### src/tvdsl_pkg.sv
// tvdsl_pkg: shared types and constants for the TVD slope limiter.
// No dependencies; imported by the limiter top level, the checker and the testbench.
`timescale 1ns / 1ps

package tvdsl_pkg;

  // How the final limiter value is formed at the select stage
  typedef enum logic [1:0] {
    LIM_ZERO,   // non-positive ratio
    LIM_ONE,    // flat region, limiter is exactly 1.0
    LIM_QUOT,   // quotient from the divider alone
    LIM_MIN     // min(quotient, (1+2r)/3, 1.0)
  } lim_sel_t;

  localparam int unsigned LIM_SEL_W = 2;

  // Configuration register map
  localparam int unsigned CFG_ADDR_W      = 2;
  localparam int unsigned CFG_DATA_W      = 32;
  localparam logic [CFG_ADDR_W-1:0] ADDR_LIMIT_MODE = 2'd0;

  typedef enum logic {
    MODE_RS_CAP = 1'b0,   // cap with 4/(1+r)
    MODE_NO_RS  = 1'b1    // cap with (1+2r)/3
  } limit_mode_t;

endpackage

### src/tvd_slope_limiter_unit.sv
// tvd_slope_limiter_unit: TVD slope limiter top level, fixed point.
// Depends on tvdsl_pkg and tvdsl_div.
`timescale 1ns / 1ps
//
//  Channel   Ports          Direction  Carries
//  in_       tvalid/tready  slave      slope_ratio, gradient_in
//  out_      tvalid/tready  master     gradient_out, limiter_value
//  cfg_      APB            slave      limit_mode register at byte address 0
//
//  The pipeline has three entry stages, one divider stage per quotient bit
//  (FRAC_BITS + 2), then select, multiply, sum and the output register.
//  One transaction per cycle is sustained while out_tready is high.
//  rst_n is synchronous; it empties the pipeline and clears limit_mode.
//  A stall only holds stages that are full, so bubbles still close up and
//  input is taken while a result waits at the output.

module tvd_slope_limiter_unit #(
  parameter int DATA_WIDTH = 32,
  parameter int FRAC_BITS  = 16
) (
  input  logic                   clk,
  input  logic                   rst_n,
  // slope_ratio [DATA_WIDTH-1:0], gradient_in [2*DATA_WIDTH-1:DATA_WIDTH]
  input  logic [((2*DATA_WIDTH+7)/8)*8-1:0] in_tdata,
  input  logic                   in_tvalid,
  output logic                   in_tready,
  // gradient_out [DATA_WIDTH-1:0], limiter_value [DATA_WIDTH+FRAC_BITS:DATA_WIDTH]
  output logic [((DATA_WIDTH+FRAC_BITS+1+7)/8)*8-1:0] out_tdata,
  output logic                   out_tvalid,
  input  logic                   out_tready,
  input  logic                   cfg_psel,
  input  logic                   cfg_penable,
  input  logic                   cfg_pwrite,
  input  logic [tvdsl_pkg::CFG_ADDR_W-1:0] cfg_paddr,
  input  logic [tvdsl_pkg::CFG_DATA_W-1:0] cfg_pwdata,
  output logic [tvdsl_pkg::CFG_DATA_W-1:0] cfg_prdata,
  output logic                   cfg_pready
);

  import tvdsl_pkg::*;

  localparam int DW     = DATA_WIDTH;
  localparam int LIM_W  = FRAC_BITS + 1;
  localparam int QW     = FRAC_BITS + 2;
  localparam int HW     = DATA_WIDTH / 2;
  localparam int SIDE_W = LIM_W + LIM_SEL_W + 1 + DW;
  localparam int OUT_W  = ((DATA_WIDTH+FRAC_BITS+1+7)/8)*8;
  localparam int RSH    = FRAC_BITS + 4;   // shift of the divide-by-3 reciprocal

  localparam logic [DW+1:0]  ONE_X  = (DW+2)'(1) << FRAC_BITS;
  localparam logic [DW+1:0]  THREE_X = ONE_X + (ONE_X << 1);
  localparam logic [DW-1:0]  ONE_D  = DW'(1) << FRAC_BITS;
  localparam logic [QW-1:0]  ONE_Q  = QW'(1) << FRAC_BITS;
  localparam logic [LIM_W-1:0] ONE_L = LIM_W'(1) << FRAC_BITS;
  localparam logic [RSH:0]   POW_R  = (RSH+1)'(1) << RSH;
  localparam logic [RSH:0]   RECIP_W = POW_R / 3;
  localparam logic [QW:0]    RECIP3 = RECIP_W[QW:0];

  // ---------------- configuration ----------------
  logic mode_r;

  always_ff @(posedge clk) begin
    if (!rst_n) begin
      mode_r <= MODE_RS_CAP;
    end else if (cfg_psel && cfg_penable && cfg_pwrite && cfg_pready) begin
      mode_r <= cfg_pwdata[0];
    end
  end

  assign cfg_pready = 1'b1;
  assign cfg_prdata = (cfg_paddr == ADDR_LIMIT_MODE) ? CFG_DATA_W'(mode_r) : '0;

  // ---------------- handshake chain ----------------
  logic v1_r, v2_r, v3_r, v4_r, v5_r, v6_r, v7_r;
  logic rdy1, rdy2, rdy3, rdy4, rdy5, rdy6, rdy7;
  logic div_in_ready, div_out_valid;

  assign rdy7 = !v7_r || out_tready;
  assign rdy6 = !v6_r || rdy7;
  assign rdy5 = !v5_r || rdy6;
  assign rdy4 = !v4_r || rdy5;
  assign rdy3 = !v3_r || div_in_ready;
  assign rdy2 = !v2_r || rdy3;
  assign rdy1 = !v1_r || rdy2;
  assign in_tready = rdy1;

  always_ff @(posedge clk) begin
    if (!rst_n) begin
      v1_r <= 1'b0;
      v2_r <= 1'b0;
      v3_r <= 1'b0;
      v4_r <= 1'b0;
      v5_r <= 1'b0;
      v6_r <= 1'b0;
      v7_r <= 1'b0;
    end else begin
      if (rdy1) v1_r <= in_tvalid;
      if (rdy2) v2_r <= v1_r;
      if (rdy3) v3_r <= v2_r;
      if (rdy4) v4_r <= div_out_valid;
      if (rdy5) v5_r <= v4_r;
      if (rdy6) v6_r <= v5_r;
      if (rdy7) v7_r <= v6_r;
    end
  end

  // ---------------- stage 1: magnitudes ----------------
  logic [DW-1:0] slope_in, grad_in;
  logic [DW-1:0] r_mag_nxt, g_mag_nxt;
  logic [DW-1:0] r_mag1_r, g_mag1_r;
  logic          r_neg1_r, g_neg1_r, mode1_r;

  assign slope_in  = in_tdata[DW-1:0];
  assign grad_in   = in_tdata[2*DW-1:DW];
  assign r_mag_nxt = slope_in[DW-1] ? (~slope_in + 1'b1) : slope_in;
  assign g_mag_nxt = grad_in[DW-1]  ? (~grad_in + 1'b1)  : grad_in;

  always_ff @(posedge clk) begin
    if (rdy1 && in_tvalid) begin
      r_mag1_r <= r_mag_nxt;
      r_neg1_r <= slope_in[DW-1];
      g_mag1_r <= g_mag_nxt;
      g_neg1_r <= grad_in[DW-1];
      mode1_r  <= mode_r;
    end
  end

  // ---------------- stage 2: region select, divider operands ----------------
  logic [DW+1:0]     r_ext, r3;
  logic              lt_one, small_r, big_r;
  lim_sel_t          sel_nxt;
  logic [QW-1:0]     x_nxt;
  logic [2*QW:0]     bprod_nxt;

  lim_sel_t          sel2_r;
  logic [DW-1:0]     num2_r, den2_r, g_mag2_r;
  logic              g_neg2_r;
  logic [QW-1:0]     x2_r;
  logic [2*QW:0]     bprod2_r;

  assign r_ext   = {2'b00, r_mag1_r};
  assign r3      = r_ext + {r_mag1_r, 1'b0};
  assign lt_one  = r_ext < ONE_X;
  assign small_r = lt_one && (r3 < ONE_X);
  assign big_r   = r_ext > THREE_X;
  // 1 + 2r, only meaningful below r = 1
  assign x_nxt     = ONE_Q + QW'({r_mag1_r[FRAC_BITS-1:0], 1'b0});
  assign bprod_nxt = x_nxt * RECIP3;

  always_comb begin
    sel_nxt = LIM_ONE;
    if (r_neg1_r || r_mag1_r == '0) begin
      sel_nxt = LIM_ZERO;
    end else if (mode1_r == MODE_NO_RS) begin
      sel_nxt = lt_one ? LIM_MIN : LIM_ONE;
    end else if (small_r || big_r) begin
      sel_nxt = LIM_QUOT;
    end
  end

  always_ff @(posedge clk) begin
    if (rdy2 && v1_r) begin
      sel2_r   <= sel_nxt;
      // 4r/(1+r) divides r, 4/(1+r) divides one; both scaled by 2^QW
      num2_r   <= big_r ? ONE_D : r_mag1_r;
      den2_r   <= ONE_D + r_mag1_r;
      g_mag2_r <= g_mag1_r;
      g_neg2_r <= g_neg1_r;
      x2_r     <= x_nxt;
      bprod2_r <= bprod_nxt;
    end
  end

  // ---------------- stage 3: (1+2r)/3 correction ----------------
  logic [LIM_W-1:0] b_est;
  logic [QW:0]      b_triple, b_rem;
  logic [LIM_W-1:0] b_nxt;

  logic [DW-1:0]     num3_r, den3_r;
  logic [SIDE_W-1:0] side3_r;

  assign b_est    = bprod2_r[RSH +: LIM_W];
  assign b_triple = {b_est, 1'b0} + {1'b0, b_est};
  assign b_rem    = {1'b0, x2_r} - b_triple;
  assign b_nxt    = (b_rem >= (QW+1)'(3)) ? b_est + 1'b1 : b_est;

  always_ff @(posedge clk) begin
    if (rdy3 && v2_r) begin
      num3_r  <= num2_r;
      den3_r  <= den2_r;
      side3_r <= {b_nxt, sel2_r, g_neg2_r, g_mag2_r};
    end
  end

  // ---------------- divider ----------------
  logic [QW-1:0]     quot;
  logic [SIDE_W-1:0] side_q;

  tvdsl_div #(
    .DATA_WIDTH (DW),
    .QUOT_WIDTH (QW),
    .SIDE_WIDTH (SIDE_W)
  ) u_div (
    .clk       (clk),
    .rst_n     (rst_n),
    .in_valid  (v3_r),
    .in_ready  (div_in_ready),
    .in_num    (num3_r),
    .in_den    (den3_r),
    .in_side   (side3_r),
    .out_valid (div_out_valid),
    .out_ready (rdy4),
    .out_quot  (quot),
    .out_side  (side_q)
  );

  // ---------------- stage 4: limiter select ----------------
  logic [DW-1:0]    g_mag_q;
  logic             g_neg_q;
  lim_sel_t         sel_q;
  logic [LIM_W-1:0] b_q;
  logic [QW-1:0]    cand;
  logic [LIM_W-1:0] lim_nxt;

  logic [LIM_W-1:0] lim4_r;
  logic [DW-1:0]    g_mag4_r;
  logic             g_neg4_r;

  assign g_mag_q = side_q[DW-1:0];
  assign g_neg_q = side_q[DW];
  assign sel_q   = lim_sel_t'(side_q[DW+LIM_SEL_W:DW+1]);
  assign b_q     = side_q[SIDE_W-1 -: LIM_W];

  always_comb begin
    cand = quot;
    if (sel_q == LIM_MIN && {1'b0, b_q} < quot) begin
      cand = {1'b0, b_q};
    end
    case (sel_q)
      LIM_ZERO: lim_nxt = '0;
      LIM_ONE:  lim_nxt = ONE_L;
      LIM_QUOT,
      LIM_MIN:  lim_nxt = (cand > ONE_Q) ? ONE_L : cand[LIM_W-1:0];
      default:  lim_nxt = '0;
    endcase
  end

  always_ff @(posedge clk) begin
    if (rdy4 && div_out_valid) begin
      lim4_r   <= lim_nxt;
      g_mag4_r <= g_mag_q;
      g_neg4_r <= g_neg_q;
    end
  end

  // ---------------- stage 5: split multiply ----------------
  logic [DW-HW+LIM_W-1:0] ph5_r;
  logic [HW+LIM_W-1:0]    pl5_r;
  logic [LIM_W-1:0]       lim5_r;
  logic                   g_neg5_r;

  always_ff @(posedge clk) begin
    if (rdy5 && v4_r) begin
      ph5_r    <= g_mag4_r[DW-1:HW] * lim4_r;
      pl5_r    <= g_mag4_r[HW-1:0] * lim4_r;
      lim5_r   <= lim4_r;
      g_neg5_r <= g_neg4_r;
    end
  end

  // ---------------- stage 6: sum and scale ----------------
  logic [DW+LIM_W-1:0] full_prod;

  logic [DW-1:0]    prod6_r;
  logic [LIM_W-1:0] lim6_r;
  logic             g_neg6_r;

  assign full_prod = {ph5_r, {HW{1'b0}}} + (DW+LIM_W)'(pl5_r);

  always_ff @(posedge clk) begin
    if (rdy6 && v5_r) begin
      prod6_r  <= full_prod[FRAC_BITS +: DW];
      lim6_r   <= lim5_r;
      g_neg6_r <= g_neg5_r;
    end
  end

  // ---------------- stage 7: sign and output register ----------------
  logic [DW-1:0]    grad7_r;
  logic [LIM_W-1:0] lim7_r;

  always_ff @(posedge clk) begin
    if (rdy7 && v6_r) begin
      // magnitude never exceeds the input's, so no saturation is needed
      grad7_r <= g_neg6_r ? (~prod6_r + 1'b1) : prod6_r;
      lim7_r  <= lim6_r;
    end
  end

  assign out_tvalid = v7_r;
  assign out_tdata  = OUT_W'({lim7_r, grad7_r});

`ifndef NO_ASSERTIONS
  a_div_operands: assert property (@(posedge clk) disable iff (!rst_n)
    v2_r |-> num2_r < den2_r)
    else $error("limiter: divider numerator not below divisor");

  a_quot_range: assert property (@(posedge clk) disable iff (!rst_n)
    div_out_valid && sel_q == LIM_QUOT |-> quot <= ONE_Q)
    else $error("limiter: quotient above one in a plain quotient region");

  a_lim_range: assert property (@(posedge clk) disable iff (!rst_n)
    out_tvalid |-> lim7_r <= ONE_L)
    else $error("limiter: limiter value above one");

  a_zero_lim: assert property (@(posedge clk) disable iff (!rst_n)
    out_tvalid && lim7_r == '0 |-> grad7_r == '0)
    else $error("limiter: nonzero gradient with zero limiter");
`endif

endmodule

### src/tvdsl_div.sv
// tvdsl_div: pipelined restoring divider, one quotient bit per stage, with
// a sideband word carried alongside. Low numerator bits are taken as zero.
// No package dependencies.
`timescale 1ns / 1ps

module tvdsl_div #(
  parameter int DATA_WIDTH = 32,
  parameter int QUOT_WIDTH = 18,
  parameter int SIDE_WIDTH = 52
) (
  input  logic                  clk,
  input  logic                  rst_n,
  input  logic                  in_valid,
  output logic                  in_ready,
  input  logic [DATA_WIDTH-1:0] in_num,   // must be below in_den
  input  logic [DATA_WIDTH-1:0] in_den,
  input  logic [SIDE_WIDTH-1:0] in_side,
  output logic                  out_valid,
  input  logic                  out_ready,
  output logic [QUOT_WIDTH-1:0] out_quot, // floor(in_num * 2^QUOT_WIDTH / in_den)
  output logic [SIDE_WIDTH-1:0] out_side
);

  logic                  v_r    [QUOT_WIDTH];
  logic [DATA_WIDTH-1:0] rem_r  [QUOT_WIDTH];
  logic [DATA_WIDTH-1:0] den_r  [QUOT_WIDTH];
  logic [QUOT_WIDTH-1:0] quo_r  [QUOT_WIDTH];
  logic [SIDE_WIDTH-1:0] side_r [QUOT_WIDTH];
  logic                  rdy    [QUOT_WIDTH+1];

  assign rdy[QUOT_WIDTH] = out_ready;

  for (genvar i = 0; i < QUOT_WIDTH; i++) begin : g_stage
    logic                  v_in;
    logic [DATA_WIDTH-1:0] rem_in;
    logic [DATA_WIDTH-1:0] den_in;
    logic [QUOT_WIDTH-1:0] quo_in;
    logic [SIDE_WIDTH-1:0] side_in;
    logic [DATA_WIDTH:0]   trial;
    logic [DATA_WIDTH:0]   diff;
    logic                  ge;

    if (i == 0) begin : g_first
      assign v_in    = in_valid;
      assign rem_in  = in_num;
      assign den_in  = in_den;
      assign quo_in  = '0;
      assign side_in = in_side;
    end else begin : g_next
      assign v_in    = v_r[i-1];
      assign rem_in  = rem_r[i-1];
      assign den_in  = den_r[i-1];
      assign quo_in  = quo_r[i-1];
      assign side_in = side_r[i-1];
    end

    assign trial  = {rem_in, 1'b0};
    assign ge     = trial >= {1'b0, den_in};
    assign diff   = trial - {1'b0, den_in};
    // a stage takes new contents when empty or when its own contents move on
    assign rdy[i] = !v_r[i] || rdy[i+1];

    always_ff @(posedge clk) begin
      if (!rst_n) begin
        v_r[i] <= 1'b0;
      end else if (rdy[i]) begin
        v_r[i] <= v_in;
      end
    end

    always_ff @(posedge clk) begin
      if (rdy[i] && v_in) begin
        rem_r[i]  <= ge ? diff[DATA_WIDTH-1:0] : trial[DATA_WIDTH-1:0];
        den_r[i]  <= den_in;
        quo_r[i]  <= {quo_in[QUOT_WIDTH-2:0], ge};
        side_r[i] <= side_in;
      end
    end
  end

  assign in_ready  = rdy[0];
  assign out_valid = v_r[QUOT_WIDTH-1];
  assign out_quot  = quo_r[QUOT_WIDTH-1];
  assign out_side  = side_r[QUOT_WIDTH-1];

`ifndef NO_ASSERTIONS
  // partial remainder must stay below the divisor or quotient bits are lost
  a_rem_first: assert property (@(posedge clk) disable iff (!rst_n)
    v_r[0] |-> rem_r[0] < den_r[0])
    else $error("divider: first-stage remainder not below divisor");

  a_rem_last: assert property (@(posedge clk) disable iff (!rst_n)
    v_r[QUOT_WIDTH-1] |-> rem_r[QUOT_WIDTH-1] < den_r[QUOT_WIDTH-1])
    else $error("divider: last-stage remainder not below divisor");

  a_tail_hold: assert property (@(posedge clk) disable iff (!rst_n)
    v_r[QUOT_WIDTH-1] && !out_ready |=>
      v_r[QUOT_WIDTH-1] && $stable(quo_r[QUOT_WIDTH-1]))
    else $error("divider: stalled quotient changed");
`endif

endmodule

### config.mk
export PLATFORM = sky130hd
export DESIGN_NAME = tvd_slope_limiter_unit
export DESIGN_NICKNAME = d
export VERILOG_FILES = /design/src/tvdsl_pkg.sv /design/src/tvd_slope_limiter_unit.sv /design/src/tvdsl_div.sv
export SDC_FILE = /design/constraint.sdc
export NUM_CORES = 2
export LEC_CHECK = 0
export BUFFER_PORTS_ARGS = -buffer_cell sky130_fd_sc_hd__buf_2
export CORE_ASPECT_RATIO = 0.8
export CORE_UTILIZATION = 58
export DETAILED_ROUTE_END_ITERATION = 7
export GPL_TIMING_DRIVEN = 0
export PLACE_DENSITY_LB_ADDON = 0.3
export SLEW_MARGIN = 5
export SYNTH_ARGS = -nofsm -noshare
export SYNTH_HDL_FRONTEND = slang
export SYNTH_SLANG_ARGS = --single-unit
### constraint.sdc
create_clock -name clk -period 12.6 [get_ports clk]
set_clock_uncertainty 0.05 [all_clocks]
set_input_delay 0.63 -clock clk [delete_from_list [all_inputs] [get_ports clk]]
set_output_delay 0.63 -clock clk [all_outputs]
set_load 0.1 [all_outputs]
==> metrics.cfg <==
[cts]
cts_made_buffers = 278
cts_sinks = 2737
htree_levels = 5
clockRootBuffer = clkbuf_16
cts.repair.resized = 0
cts_tree = yes
clkTransAtPathRegs_ns = 0.06
clock_latency_ns = 0.88
clockBufferDepth = 4
post-cts-setup-buffer-count = 0
postCtsHoldBufs = 14

[routing]
drt-vias-per-instance = 5.82
postRouteAntennaNets = 0
drtIter0Drc = 8664
num_vias = 90100
dr.pass1.iters = 6
drc_errors = 0
routed_wirelength_um = 346000
avgRoutedWirePerCell_um = 22.3

[place]
gp_congestion = 0.951
dp_hpwl_um = 263000
place_ws_ns = 3.81
portBuffers = 125

[outcome]
outcome = finished clean

[worst_setup_path]
worstPathRequired_ns = 13.11
path_delay_family = adder cells
critPathArrivalTime_ns = 9.16
critPathKind = flop to flop
critPathBufInv = 6
cp_slowest_stage_delay_ns = 0.90
cp-start-kind = flop
crit_path_frequent_cell = fa_1
cp-end-kind = flop
critPathMaxFanout = 10
slowest_stage = clkbuf_1

[synthesis]
synthArstFlopShare_pct = 0
synth_area_leader_cell = edfxtp_1
synthDominantCellAreaShare_pct = 56.4
seq_area_frac_synth_pct = 56.5
ys_types = 85
syn_area_um2 = 145000
synth_top_cells_by_count = 2,728 x edfxtp_1, 1,441 x inv_1, 1,001 x ha_1
ys_ff_latch = 2737
synth.area.top_cells = edfxtp_1 56%, ha_1 8.6%, fa_1 7.1%
ys.warnings.count = 0
syn_area_per_cell_um2 = 12.7
synth_edf_count = 2728
synth_most_common_cell = edfxtp_1
synthCells = 11500
ys.flop_type = edfxtp_1

[floorplanning]
die_h_um = 450
core_um2 = 248000
dieArea_um2 = 253000
num_rows = 163
start_util_pct = 58.7
io_pins = 196
die_w_um = 562

[global_routing]
grt_pass1_wl_um = 530000
grt_antenna_before_repair = 22
grt_pass1_vias = 89700
grt_usage_pct = 27.4
overflow = 0
grt_max_degree = 76

[sta]
drv_slew = 0
tightest_slew_ns = 1.39
layout_setup_ws_ns = 3.94
grt_setup_unrepaired = no
finalCritPeriodShare_pct = 68.7
clock.fmax_mhz = 116
finalSetupViolations = 0
finalHoldViolations = 0
slew-limit-headroom_pct = 4.65
tns_ns = 0
min_period_ns = 8.66

[finish]
multi_input_area_um2 = 57000
regArea_um2 = 82100
syn_to_final_growth_pct = 10.9
drive_above_1_share_pct = 7.71
diodes = 0
fillers = 18000
finalNetCount = 13600

[run]
drv_cap = 0

[hold_path]
hp-class = input port to flop

[power]
powerDensity_nw_per_um2 = 138
power.total_w = 0.0223
peakVddDrop_uv = 496
leakage_nw = 64.5

## layout make-up
class | instances | share of cell area (%)
multi-input combinational | 7052 | 35.4
clock inverter | 139 | 0.927
tap | 3300 | 2.56
buffer | 265 | 0.711
clock buffer | 343 | 4.56
inverter | 1441 | 3.36
timing repair buffer | 217 | 1.55
sequential | 2737 | 50.9
## kinds of logic after synthesis
group / count (synthesis) / share of synthesized area (%)
DFF: 2737 / 56.5
and+or+nand+nor: 2504 / 8.41
AOI/OAI and AO/OA: 2080 / 8.98
buffers and inverters: 1706 / 4.51
adders and majority gates: 1514 / 15.7
xor gates and xnor gates: 646 / 3.89
muxes: 269 / 2.05
other: 2 / 0.00517
## power breakdown
| part | internal [W] | leakage, nW | switching [W] | total (W) |
|---|---|---|---|---|
| clock | 0.00472 | 4.29 | 0.00344 | 0.00816 |
| sequential | 0.0101 | 25.1 | 0.000110 | 0.0102 |
| combinational | 0.00156 | 35.2 | 0.00232 | 0.00388 |
| total | 0.0164 | 64.5 | 0.00587 | 0.0223 |
## metrics by stage
| step | hold slack (ns) | utilization, % | std cells | area, µm² |
|---|---|---|---|---|
| floorplan | 0.350 | - | 11500 | 146000 |
| finish | 0.0528 | 65.0 | 15500 | 161000 |
| detailed placement | 0.355 | 61.4 | 15000 | 152000 |
| CTS | 0.00285 | 65.0 | 15500 | 161000 |
| global placement | 0.350 | 60.6 | 14900 | 150000 |
| global route | 0.0169 | 65.0 | 15500 | 161000 |
## placed cells by master, fill, tap and decap left out, drive strengths merged, types with 29 or more instances in the layout
| cell | instances |
|---|---|
| edfxtp | 2728 |
| inv | 1454 |
| ha | 1001 |
| nand2 | 867 |
| a21oi | 603 |
| clkbuf | 547 |
| o21ai | 527 |
| fa | 513 |
| nor2 | 467 |
| xnor2 | 439 |
| a21o | 310 |
| and2 | 309 |
| buf | 264 |
| mux2 | 228 |
| xor2 | 207 |
| nand3 | 144 |
| nor2b | 113 |
| o21a | 111 |
| nor3 | 109 |
| nand2b | 99 |
| nand4 | 92 |
| clkinv | 88 |
| and3 | 86 |
| o21bai | 72 |
| a31oi | 64 |
| o31ai | 57 |
| a211oi | 55 |
| nor4 | 46 |
| or3 | 46 |
| mux2i | 41 |
| conb | 39 |
| a21boi | 34 |
| or2 | 32 |
| o41ai | 29 |
## worst register-to-register path, stage by stage (launching register included)
cell      delay [ns]
edfxtp_1        0.60
clkbuf_1        0.90
nand2_1         0.22
fa_1            0.61
inv_1           0.06
fa_1            0.50
inv_1           0.05
fa_1            0.48
inv_1           0.06
fa_1            0.50
fa_1            0.55
inv_1           0.05
fa_1            0.52
inv_1           0.04
ha_1            0.20
nor4_1          0.27
nand2_1         0.14
a211oi_1        0.50
a211oi_1        0.23
o22a_1          0.35
o311a_1         0.42
o21ai_0         0.23
a21boi_0        0.21
a211o_1         0.34
a21oi_1         0.19
xnor2_1         0.13
## sequential cells by signal (all words and copies together) (netlist names), 52 cells and up
name          count
side3_r          52
u_div.den_r     544
u_div.rem_r     544
u_div.quo_r     171
u_div.side_r    936
## routing by layer
metal	part of all wire (%)	up-vias	wire length, µm	GRT usage (%)
li1	-	41700	-	-
met1	45	44600	157000	40.7
met2	45	3229	156000	42.8
met3	6.4	600	22100	3.13
met4	3.1	4	10800	8.21
met5	0.0069	-	24	0
## final timing paths
path / cells after the start / endpoint / slack (ns) / start
max: 25 / pl5_r[32] / 3.94 / lim4_r[5]
min: 2 / g_mag1_r[30] / 0.05 / in_tdata[62]
max reg2reg: 25 / pl5_r[32] / 3.94 / lim4_r[5]
min reg2reg: 0 / u_div.side_r[8][25] / 0.30 / u_div.side_r[7][25]
Note: power is estimated with default switching activity, not from simulation.
